===== config.mk =====
export PLATFORM = sky130hd
export DESIGN_NAME = servo_angle_to_pwm_spline
export DESIGN_NICKNAME = d
export VERILOG_FILES = /design/src/rtl/sapwm_pkg.sv /design/src/rtl/sapwm_pipe.sv /design/src/rtl/servo_angle_to_pwm_spline.sv
export SDC_FILE = /design/constraint.sdc
export NUM_CORES = 2
export LEC_CHECK = 0
export ABC_CLOCK_PERIOD_IN_PS = 11700
export CORE_MARGIN = 2
export CORE_UTILIZATION = 60
export DETAILED_ROUTE_END_ITERATION = 16
export DONT_BUFFER_PORTS = 1
export PLACE_DENSITY = 0.83
export REMOVE_ABC_BUFFERS = 1
export SKIP_CTS_REPAIR_TIMING = 1
export SLEW_MARGIN = 5
export SYNTH_ARGS = -nofsm -noshare
export SYNTH_HDL_FRONTEND = slang
export SYNTH_SLANG_ARGS = --single-unit

===== constraint.sdc =====
create_clock -name clock -period 11.7 [get_ports clock]
set_input_delay 1.755 -clock clock [delete_from_list [all_inputs] [get_ports clock]]
set_output_delay 1.755 -clock clock [all_outputs]
set_load 0.02 [all_outputs]

===== src/rtl/sapwm_pkg.sv =====
// ----------------------------------------------------------------------------
// sapwm_pkg
// Shared constants, register indexes and the calibration bundle of the servo
// angle to PWM count mapper.
// ----------------------------------------------------------------------------
package sapwm_pkg;

   localparam int ANGLE_FRAC_BITS = 4;
   localparam int ANGLE_W         = 16;
   localparam int COUNT_W         = 13;
   localparam int U_W             = 12;
   localparam int M_W             = 13;
   localparam int ADDR_W          = 4;
   localparam int DATA_W          = 32;

   localparam logic [COUNT_W-1:0] PWM_FULL = COUNT_W'(4096);

   localparam logic [U_W-1:0] U_HALF = U_W'(90 * (2 ** ANGLE_FRAC_BITS));
   localparam logic [U_W-1:0] U_SPAN = U_W'(180 * (2 ** ANGLE_FRAC_BITS));
   localparam logic [M_W-1:0] M_BASE = M_W'(270 * (2 ** ANGLE_FRAC_BITS));

   localparam int COEF_SHIFT = 2 * ANGLE_FRAC_BITS;
   localparam int E_SHIFT    = 3 * ANGLE_FRAC_BITS;
   localparam int X_LSB      = 5;

   localparam logic [16:0] DIV_BASE = 17'd91125;
   localparam logic [31:0] RECIP_M  = 32'((64'd1 << 48) / 64'd91125);

   localparam logic signed [18:0] BIAS_STEPS = 19'sd16384;
   localparam logic signed [38:0] SUM_BIAS   =
      39'(64'd1458000 + 64'd16384 * 64'd2916000);

   localparam logic [1:0] REG_MODE     = 2'd0;
   localparam logic [1:0] REG_CNT_M90  = 2'd1;
   localparam logic [1:0] REG_CNT_ZERO = 2'd2;
   localparam logic [1:0] REG_CNT_P90  = 2'd3;

   typedef struct packed {
      logic               three_point;
      logic [COUNT_W-1:0] y0;
      logic [COUNT_W-1:0] y1;
      logic [COUNT_W-1:0] y2;
   } sapwm_cfg_type;

endpackage


===== src/rtl/sapwm_pipe.sv =====
// ----------------------------------------------------------------------------
// sapwm_pipe
// Ten-stage datapath: angle clamp, spline coefficients, Horner products,
// scaling by the constant denominator, rounding and saturation.
// ----------------------------------------------------------------------------
module sapwm_pipe (
   input  logic                                   clock,
   input  logic                                   reset,
   input  sapwm_pkg::sapwm_cfg_type               cfg,
   input  logic                                   in_valid,
   output logic                                   in_stall,
   input  logic signed [sapwm_pkg::ANGLE_W-1:0]   in_angle,
   output logic                                   out_valid,
   input  logic                                   out_stall,
   output logic        [sapwm_pkg::COUNT_W-1:0]   out_count
);
   import sapwm_pkg::*;

   localparam int NST = 10;
   localparam logic signed [14:0] C8100 = 15'sd8100;
   localparam logic signed [16:0] ANGLE_OFFSET = 17'(U_HALF);
   localparam logic signed [16:0] ANGLE_MAX    = 17'(U_SPAN);

   typedef enum logic [1:0] {PIECE_LINE, PIECE_LEFT, PIECE_RIGHT} piece_type;

   logic [NST:1] vld_ff;
   logic [NST:1] adv;

   logic [U_W-1:0]         t1_ff, t1_in, t2_ff, t3_ff, t4_ff, t5_ff;
   logic [M_W-1:0]         m1_ff, m1_in, m2_ff;
   piece_type              pc1_ff, pc1_in;
   logic [COUNT_W-1:0]     base2_ff, base2_in, base3_ff, base4_ff, base5_ff;
   logic [COUNT_W-1:0]     base6_ff, base7_ff, base8_ff, base9_ff;
   logic signed [13:0]     s2_ff, s2_in;
   logic signed [15:0]     e2_ff, e2_in;
   logic signed [25:0]     p3_ff, p3_in;
   logic signed [28:0]     c3_ff, c3_in, c4_ff;
   logic signed [36:0]     q4_ff, q4_in;
   logic signed [37:0]     r5_ff, r5_in;
   logic signed [49:0]     e6_ff, e6_in;
   logic [31:0]            x7_ff, x7_in, x8_ff;
   logic [15:0]            q8_ff, q8_in, q9_ff;
   logic [17:0]            rem9_ff, rem9_in;
   logic [COUNT_W-1:0]     cnt10_ff, cnt10_in;

   logic signed [16:0]     sum1;
   logic [U_W-1:0]         u1;
   logic signed [17:0]     sfull, dsel, e18;
   logic signed [27:0]     p_full;
   logic signed [30:0]     c_full;
   logic signed [38:0]     q_full;
   logic signed [37:0]     c_ext, q_ext;
   logic signed [50:0]     e_full;
   logic signed [38:0]     sum7;
   logic [63:0]            prod8;
   logic [32:0]            back9;
   logic [16:0]            qz;
   logic signed [18:0]     z10;

   always_comb begin
      adv[NST] = !vld_ff[NST] || !out_stall;
      for (int i = NST - 1; i >= 1; i--) begin
         adv[i] = !vld_ff[i] || adv[i+1];
      end
   end

   assign in_stall  = !adv[1];
   assign out_valid = vld_ff[NST];
   assign out_count = cnt10_ff;

   // clamp angle, pick piece
   always_comb begin
      sum1 = {in_angle[ANGLE_W-1], in_angle} + ANGLE_OFFSET;
      if (sum1 < 0) begin
         u1 = '0;
      end else if (sum1 > ANGLE_MAX) begin
         u1 = U_SPAN;
      end else begin
         u1 = sum1[U_W-1:0];
      end
      if (!cfg.three_point) begin
         pc1_in = PIECE_LINE;
         t1_in  = u1;
         m1_in  = '0;
      end else if (u1 <= U_HALF) begin
         pc1_in = PIECE_LEFT;
         t1_in  = u1;
         m1_in  = M_W'(u1);
      end else begin
         pc1_in = PIECE_RIGHT;
         t1_in  = u1 - U_HALF;
         m1_in  = M_BASE - M_W'(u1 - U_HALF);
      end
   end

   // per-piece coefficients
   always_comb begin
      sfull = $signed({5'b0, cfg.y2}) - $signed({4'b0, cfg.y1, 1'b0})
            + $signed({5'b0, cfg.y0});
      unique case (pc1_ff)
         PIECE_LEFT: begin
            base2_in = cfg.y0;
            dsel     = $signed({5'b0, cfg.y1}) - $signed({5'b0, cfg.y0});
            e18      = (dsel <<< 2) - sfull;
            s2_in    = sfull[13:0];
         end
         PIECE_RIGHT: begin
            base2_in = cfg.y1;
            dsel     = $signed({5'b0, cfg.y2}) - $signed({5'b0, cfg.y1});
            e18      = (dsel <<< 2) - (sfull <<< 1);
            s2_in    = sfull[13:0];
         end
         default: begin
            base2_in = cfg.y0;
            dsel     = $signed({5'b0, cfg.y2}) - $signed({5'b0, cfg.y0});
            e18      = dsel <<< 1;
            s2_in    = '0;
         end
      endcase
      e2_in = e18[15:0];
   end

   always_comb begin
      p_full  = s2_ff * $signed({1'b0, m2_ff});
      p3_in   = p_full[25:0];
      c_full  = e2_ff * C8100;
      c3_in   = c_full[28:0];

      q_full  = $signed({1'b0, t3_ff}) * p3_ff;
      q4_in   = q_full[36:0];

      c_ext   = 38'(c4_ff);
      q_ext   = 38'(q4_ff);
      r5_in   = (c_ext <<< COEF_SHIFT) + q_ext;

      e_full  = $signed({1'b0, t5_ff}) * r5_ff;
      e6_in   = e_full[49:0];

      sum7    = 39'($signed(e6_ff[49:E_SHIFT])) + SUM_BIAS;
      x7_in   = sum7[X_LSB +: 32];

      prod8   = 64'(x7_ff) * 64'(RECIP_M);
      q8_in   = prod8[63:48];

      back9   = 33'(q8_ff) * 33'(DIV_BASE);
      rem9_in = 18'(33'(x8_ff) - back9);

      qz      = 17'(q9_ff) + 17'(rem9_ff >= 18'(DIV_BASE));
      z10     = $signed(19'(base9_ff)) + $signed(19'(qz)) - BIAS_STEPS;
      if (z10 <= 0) begin
         cnt10_in = '0;
      end else if (z10 > $signed(19'(PWM_FULL))) begin
         cnt10_in = PWM_FULL;
      end else begin
         cnt10_in = z10[COUNT_W-1:0];
      end
   end

   always_ff @(posedge clock) begin
      if (reset) begin
         vld_ff <= '0;
      end else begin
         if (adv[1]) begin
            vld_ff[1] <= in_valid;
         end
         for (int i = 2; i <= NST; i++) begin
            if (adv[i]) begin
               vld_ff[i] <= vld_ff[i-1];
            end
         end
      end
   end

   always_ff @(posedge clock) begin
      if (adv[1]) begin
         t1_ff  <= t1_in;
         m1_ff  <= m1_in;
         pc1_ff <= pc1_in;
      end
      if (adv[2]) begin
         base2_ff <= base2_in;
         s2_ff    <= s2_in;
         e2_ff    <= e2_in;
         t2_ff    <= t1_ff;
         m2_ff    <= m1_ff;
      end
      if (adv[3]) begin
         p3_ff    <= p3_in;
         c3_ff    <= c3_in;
         base3_ff <= base2_ff;
         t3_ff    <= t2_ff;
      end
      if (adv[4]) begin
         q4_ff    <= q4_in;
         c4_ff    <= c3_ff;
         base4_ff <= base3_ff;
         t4_ff    <= t3_ff;
      end
      if (adv[5]) begin
         r5_ff    <= r5_in;
         base5_ff <= base4_ff;
         t5_ff    <= t4_ff;
      end
      if (adv[6]) begin
         e6_ff    <= e6_in;
         base6_ff <= base5_ff;
      end
      if (adv[7]) begin
         x7_ff    <= x7_in;
         base7_ff <= base6_ff;
      end
      if (adv[8]) begin
         q8_ff    <= q8_in;
         x8_ff    <= x7_ff;
         base8_ff <= base7_ff;
      end
      if (adv[9]) begin
         rem9_ff  <= rem9_in;
         q9_ff    <= q8_ff;
         base9_ff <= base8_ff;
      end
      if (adv[10]) begin
         cnt10_ff <= cnt10_in;
      end
   end

endmodule


===== src/rtl/servo_angle_to_pwm_spline.sv =====
// ----------------------------------------------------------------------------
// servo_angle_to_pwm_spline
// Servo angle to 13-bit PWM on-count, linear or natural cubic spline through
// three calibration counts.
// ----------------------------------------------------------------------------
// Usage:
//   req_ beats carry an angle in 1/16 degree; each gives exactly one rsp_
//   beat with the PWM count (0..4096, 4096 = full on), in order.
//   One beat is taken every cycle while no rsp_ stall backs up the pipe;
//   the 10-stage datapath holds the Horner products, the
//   constant-denominator scaling and the rounding.
//   A stalled rsp_ beat holds; the stall ripples back stage by stage, so
//   bubbles fill first and req_stall rises only when every stage is full.
//   Calibration counts and mode sit in APB registers at 0x0 (mode),
//   0x4 (-90), 0x8 (0) and 0xC (+90); write them only while no beat is in
//   flight. The clamped counts are registered in the cycle after a write.
//   Reset is synchronous: it empties the pipe, holds req_stall high and
//   restores mode 0 with counts 0, 2048 and 4096.
// ----------------------------------------------------------------------------
module servo_angle_to_pwm_spline (
   input  logic                                   clock,
   input  logic                                   reset,
   input  logic                                   req_valid,
   output logic                                   req_stall,
   input  logic signed [sapwm_pkg::ANGLE_W-1:0]   req_angle_sixteenths,
   output logic                                   rsp_valid,
   input  logic                                   rsp_stall,
   output logic        [sapwm_pkg::COUNT_W-1:0]   rsp_pwm_count,
   input  logic                                   csr_psel,
   input  logic                                   csr_penable,
   input  logic                                   csr_pwrite,
   input  logic        [sapwm_pkg::ADDR_W-1:0]    csr_paddr,
   input  logic        [sapwm_pkg::DATA_W-1:0]    csr_pwdata,
   output logic        [sapwm_pkg::DATA_W-1:0]    csr_prdata,
   output logic                                   csr_pready
);
   import sapwm_pkg::*;

   logic               mode_ff;
   logic [COUNT_W-1:0] cnt_m90_ff, cnt_zero_ff, cnt_p90_ff;
   sapwm_cfg_type      cfg_ff, cfg_in;
   logic [COUNT_W-1:0] zero_sat, p90_sat, p90_lo;
   logic               csr_wr;
   logic               pipe_stall;

   assign csr_pready = 1'b1;
   assign csr_wr     = csr_psel && csr_penable && csr_pwrite;

   always_comb begin
      unique case (csr_paddr[3:2])
         REG_MODE:     csr_prdata = {31'b0, mode_ff};
         REG_CNT_M90:  csr_prdata = 32'(cnt_m90_ff);
         REG_CNT_ZERO: csr_prdata = 32'(cnt_zero_ff);
         REG_CNT_P90:  csr_prdata = 32'(cnt_p90_ff);
      endcase
   end

   always_comb begin
      cfg_in.three_point = mode_ff;
      cfg_in.y0 = (cnt_m90_ff > PWM_FULL) ? PWM_FULL : cnt_m90_ff;
      zero_sat  = (cnt_zero_ff > PWM_FULL) ? PWM_FULL : cnt_zero_ff;
      cfg_in.y1 = (zero_sat < cfg_in.y0) ? cfg_in.y0 : zero_sat;
      p90_lo    = mode_ff ? cfg_in.y1 : cfg_in.y0;
      p90_sat   = (cnt_p90_ff > PWM_FULL) ? PWM_FULL : cnt_p90_ff;
      cfg_in.y2 = (cnt_p90_ff < p90_lo) ? p90_lo : p90_sat;
   end

   always_ff @(posedge clock) begin
      if (reset) begin
         mode_ff        <= 1'b0;
         cnt_m90_ff     <= '0;
         cnt_zero_ff    <= COUNT_W'(2048);
         cnt_p90_ff     <= PWM_FULL;
         cfg_ff.three_point <= 1'b0;
         cfg_ff.y0      <= '0;
         cfg_ff.y1      <= COUNT_W'(2048);
         cfg_ff.y2      <= PWM_FULL;
      end else begin
         cfg_ff <= cfg_in;
         if (csr_wr) begin
            unique case (csr_paddr[3:2])
               REG_MODE:     mode_ff     <= csr_pwdata[0];
               REG_CNT_M90:  cnt_m90_ff  <= csr_pwdata[COUNT_W-1:0];
               REG_CNT_ZERO: cnt_zero_ff <= csr_pwdata[COUNT_W-1:0];
               REG_CNT_P90:  cnt_p90_ff  <= csr_pwdata[COUNT_W-1:0];
            endcase
         end
      end
   end

   sapwm_cfg_type cfg_now;

   // stage one reads the mode register directly
   always_comb begin
      cfg_now             = cfg_ff;
      cfg_now.three_point = mode_ff;
   end

   sapwm_pipe u_pipe (
      .clock     (clock),
      .reset     (reset),
      .cfg       (cfg_now),
      .in_valid  (req_valid),
      .in_stall  (pipe_stall),
      .in_angle  (req_angle_sixteenths),
      .out_valid (rsp_valid),
      .out_stall (rsp_stall),
      .out_count (rsp_pwm_count)
   );

   assign req_stall = reset || pipe_stall;

endmodule


==> run metrics <==
reg2reg setup slack=about 2700 ps; number of synthesized register bits=612; first-pass GRT wire length=about 300,000 µm; number of nets with antenna violations after routing=0; Clk Latency, worst-skew pair=690 ps; post-synthesis cell count=7,847; CTS root buf=clkbuf_16; Clock Path Buffers=3; Critical Path Start Type=flop; post-synth top area cell=fa_1; Core ar.=around 140,000 µm²; Synth Flop Type=edfxtp_1; Worst EP required=12,120 ps; final net count=10,138; post-route setup slack=2680 ps; EDFF count, synth=523; Final Hold Fails=0; Wirelength per Cell=19.1 µm; setup TNS=0 ps; minimum clock period after layout=~9000 ps; synth top area cells=fa_1 33%, edfxtp_1 19%, ha_1 15%; pin count of the biggest net entering global routing=89; drt via density=5.67; Avg Inst Size Synth=10.5 µm²; Slew headroom=6.65%; number of synthesis warnings=0; IO Pins=approximately 110; most frequent cells in the layout=1,593 x inv_1, 1,339 x fa_1, 1,011 x ha_1; via count=54,188; Setup crit end kind=flop; hold wc startpoint=u_pipe.t2_ff[3]; initial core utilization=60.6%; Mapped Area=82,200 µm²; Cell Rows=between 100 and 150; grt ovf=0; routability congestion estimate=0.960; commonest non-fill, non-tap cell in the layout=inv_1; Clock transition at path regs=approximately 60 ps; Tot GR Track Use=around 27%; initial antenna violation count=4; share of flip-flops with an asynchronous set or reset=0%; CTS tree=built; crit path launch=u_pipe.x7_ff[17]; Pins Over Slew Limit=0; total wire length=182,000 µm; Clock H-tree levels=3; Setup CP Type=reg2reg; n_diodes=0; clock tree sinks=612; die width=between 300 and 400 µm; share of cells above drive strength 1=2.56%; post-synthesis sequential area ratio=21.3%; DRC viols=0; area grow syn2layout=4.72%; total CTS buffers=69; Die ar.=about 140,000 µm²; maximum fanout along the worst path=9; # port buffers=0; fmax=about 0.11 GHz; Worst-Margin Slew=1400 ps; Final Setup Violations=0; Final Cycle Share=77.1%; DR iter-0 viols=around 3,800; Post-Place Setup Slack=2840 ps; die height=374 µm; Fin Clk Skew=40.1 ps; outcome=finished clean; reg2reg start=u_pipe.x7_ff[17]; final HPWL from detailed placement=148,000 µm; max cap viols=0; post-synth cell types=95; Hold WC Path Type=reg2reg; DRT Pass-1 Iters=6; RSZ-0062 raised after global routing=no; CP arrival=9440 ps; top-area cell type share of the netlist area=32.6%; vias in the first global route=~60,000
-- flip-flops by register name, indices dropped and copies added, names as in the netlist, 14 cells and up --
signal / flops
cfg_ff: 39
u_pipe.r5_ff: 38
u_pipe.q4_ff: 37
u_pipe.e6_ff: 33
u_pipe.x7_ff: 32
u_pipe.c3_ff: 27
u_pipe.c4_ff: 27
u_pipe.p3_ff: 26
u_pipe.rem9_ff: 18
u_pipe.x8_ff: 18
u_pipe.e2_ff: 16
u_pipe.q8_ff: 16
u_pipe.q9_ff: 16
u_pipe.s2_ff: 14
-- worst max-delay path, stage by stage (launching register included) --
cell and delay (ps):
edfxtp_1 690, ha_1 780, xor2_1 180, ha_1 330, inv_1 60, fa_1 450, fa_1 560, inv_1 60
fa_1 590, fa_1 440, fa_1 510, fa_1 420, ha_1 320, a211oi_1 230, o21ai_0 130, a221oi_1 420
o211ai_1 150, o31ai_1 910, a41oi_1 480, a21oi_1 420, o21bai_1 150, a21o_1 220, a21oi_1 170, xnor2_1 70
-- Yosys cell counts, types with 63 or more instances --
| master | instances |
|---|---|
| edfxtp_1 | 523 |
| xnor2_1 | 283 |
| nor3_1 | 65 |
| clkbuf_1 | 213 |
| nor2_1 | 265 |
| a21o_1 | 102 |
| inv_1 | 1596 |
| a21oi_1 | 269 |
| fa_1 | 1339 |
| nor2b_1 | 64 |
| o21ai_0 | 132 |
| and2_1 | 526 |
| ha_1 | 1011 |
| dfxtp_1 | 89 |
| nand3_1 | 63 |
| xor2_1 | 132 |
| nand2_1 | 622 |
-- metrics by stage --
stage / instance area, µm² / hold WS [ps] / util (%) / std cells
2_1_floorplan: 81200 / 400 / - / 7625
3_3_place_gp: 83700 / 400 / 61.7 / 9438
3_5_place_dp: 83700 / 405 / 61.7 / 9438
4_1_cts: 86000 / 404 / 63.4 / 9558
5_1_grt: 86000 / 408 / 63.4 / 9559
6_report: 86000 / 402 / 63.4 / 9559
-- layer usage --
layer | global-route usage (%) | vias up | wire length (µm)
li1 | - | 24580 | -
met1 | 33.9 | 27516 | 72700
met2 | 47.5 | 1634 | 92100
met3 | 4.06 | 452 | 10000
met4 | 10.0 | 6 | 7290
met5 | 0 | - | 46
-- worst paths after layout --
kind / to / cells past startpoint
worst max-delay path: u_pipe.q8_ff[7] / 23
worst max register to register: u_pipe.q8_ff[7] / 23
worst min-delay path: u_pipe.t3_ff[3] / 0
worst min register to register: u_pipe.t3_ff[3] / 0
-- logic make-up (layout without fill, tap and decap cells) --
logic type | Yosys count | in the layout | share of synthesized area, %
AOI/OAI and AO/OA | 809 | 809 | 6.38
buffers and inverters | 1837 | 1750 | 8.49
other | 2 | 20 | 0.00914
adders and majority gates | 2350 | 2350 | 48.0
muxes | 54 | 54 | 0.693
and+or+nand+nor | 1767 | 1767 | 10.7
DFF | 612 | 612 | 21.3
xor gates and xnor gates | 416 | 416 | 4.44
-- area by class of cell --
cell class,count,area (µm²)
fill,10199,49600
clock buffer,89,1900
clock inverter,31,363
timing repair buffer,33,268
sequential,612,17500
multi-input combinational,5416,57800
tap,1781,2230
inverter,1597,5990
Power is left out: the tool's default activity adds up to more than one toggle a clock period on the data nets, which glitch-free logic cannot reach.
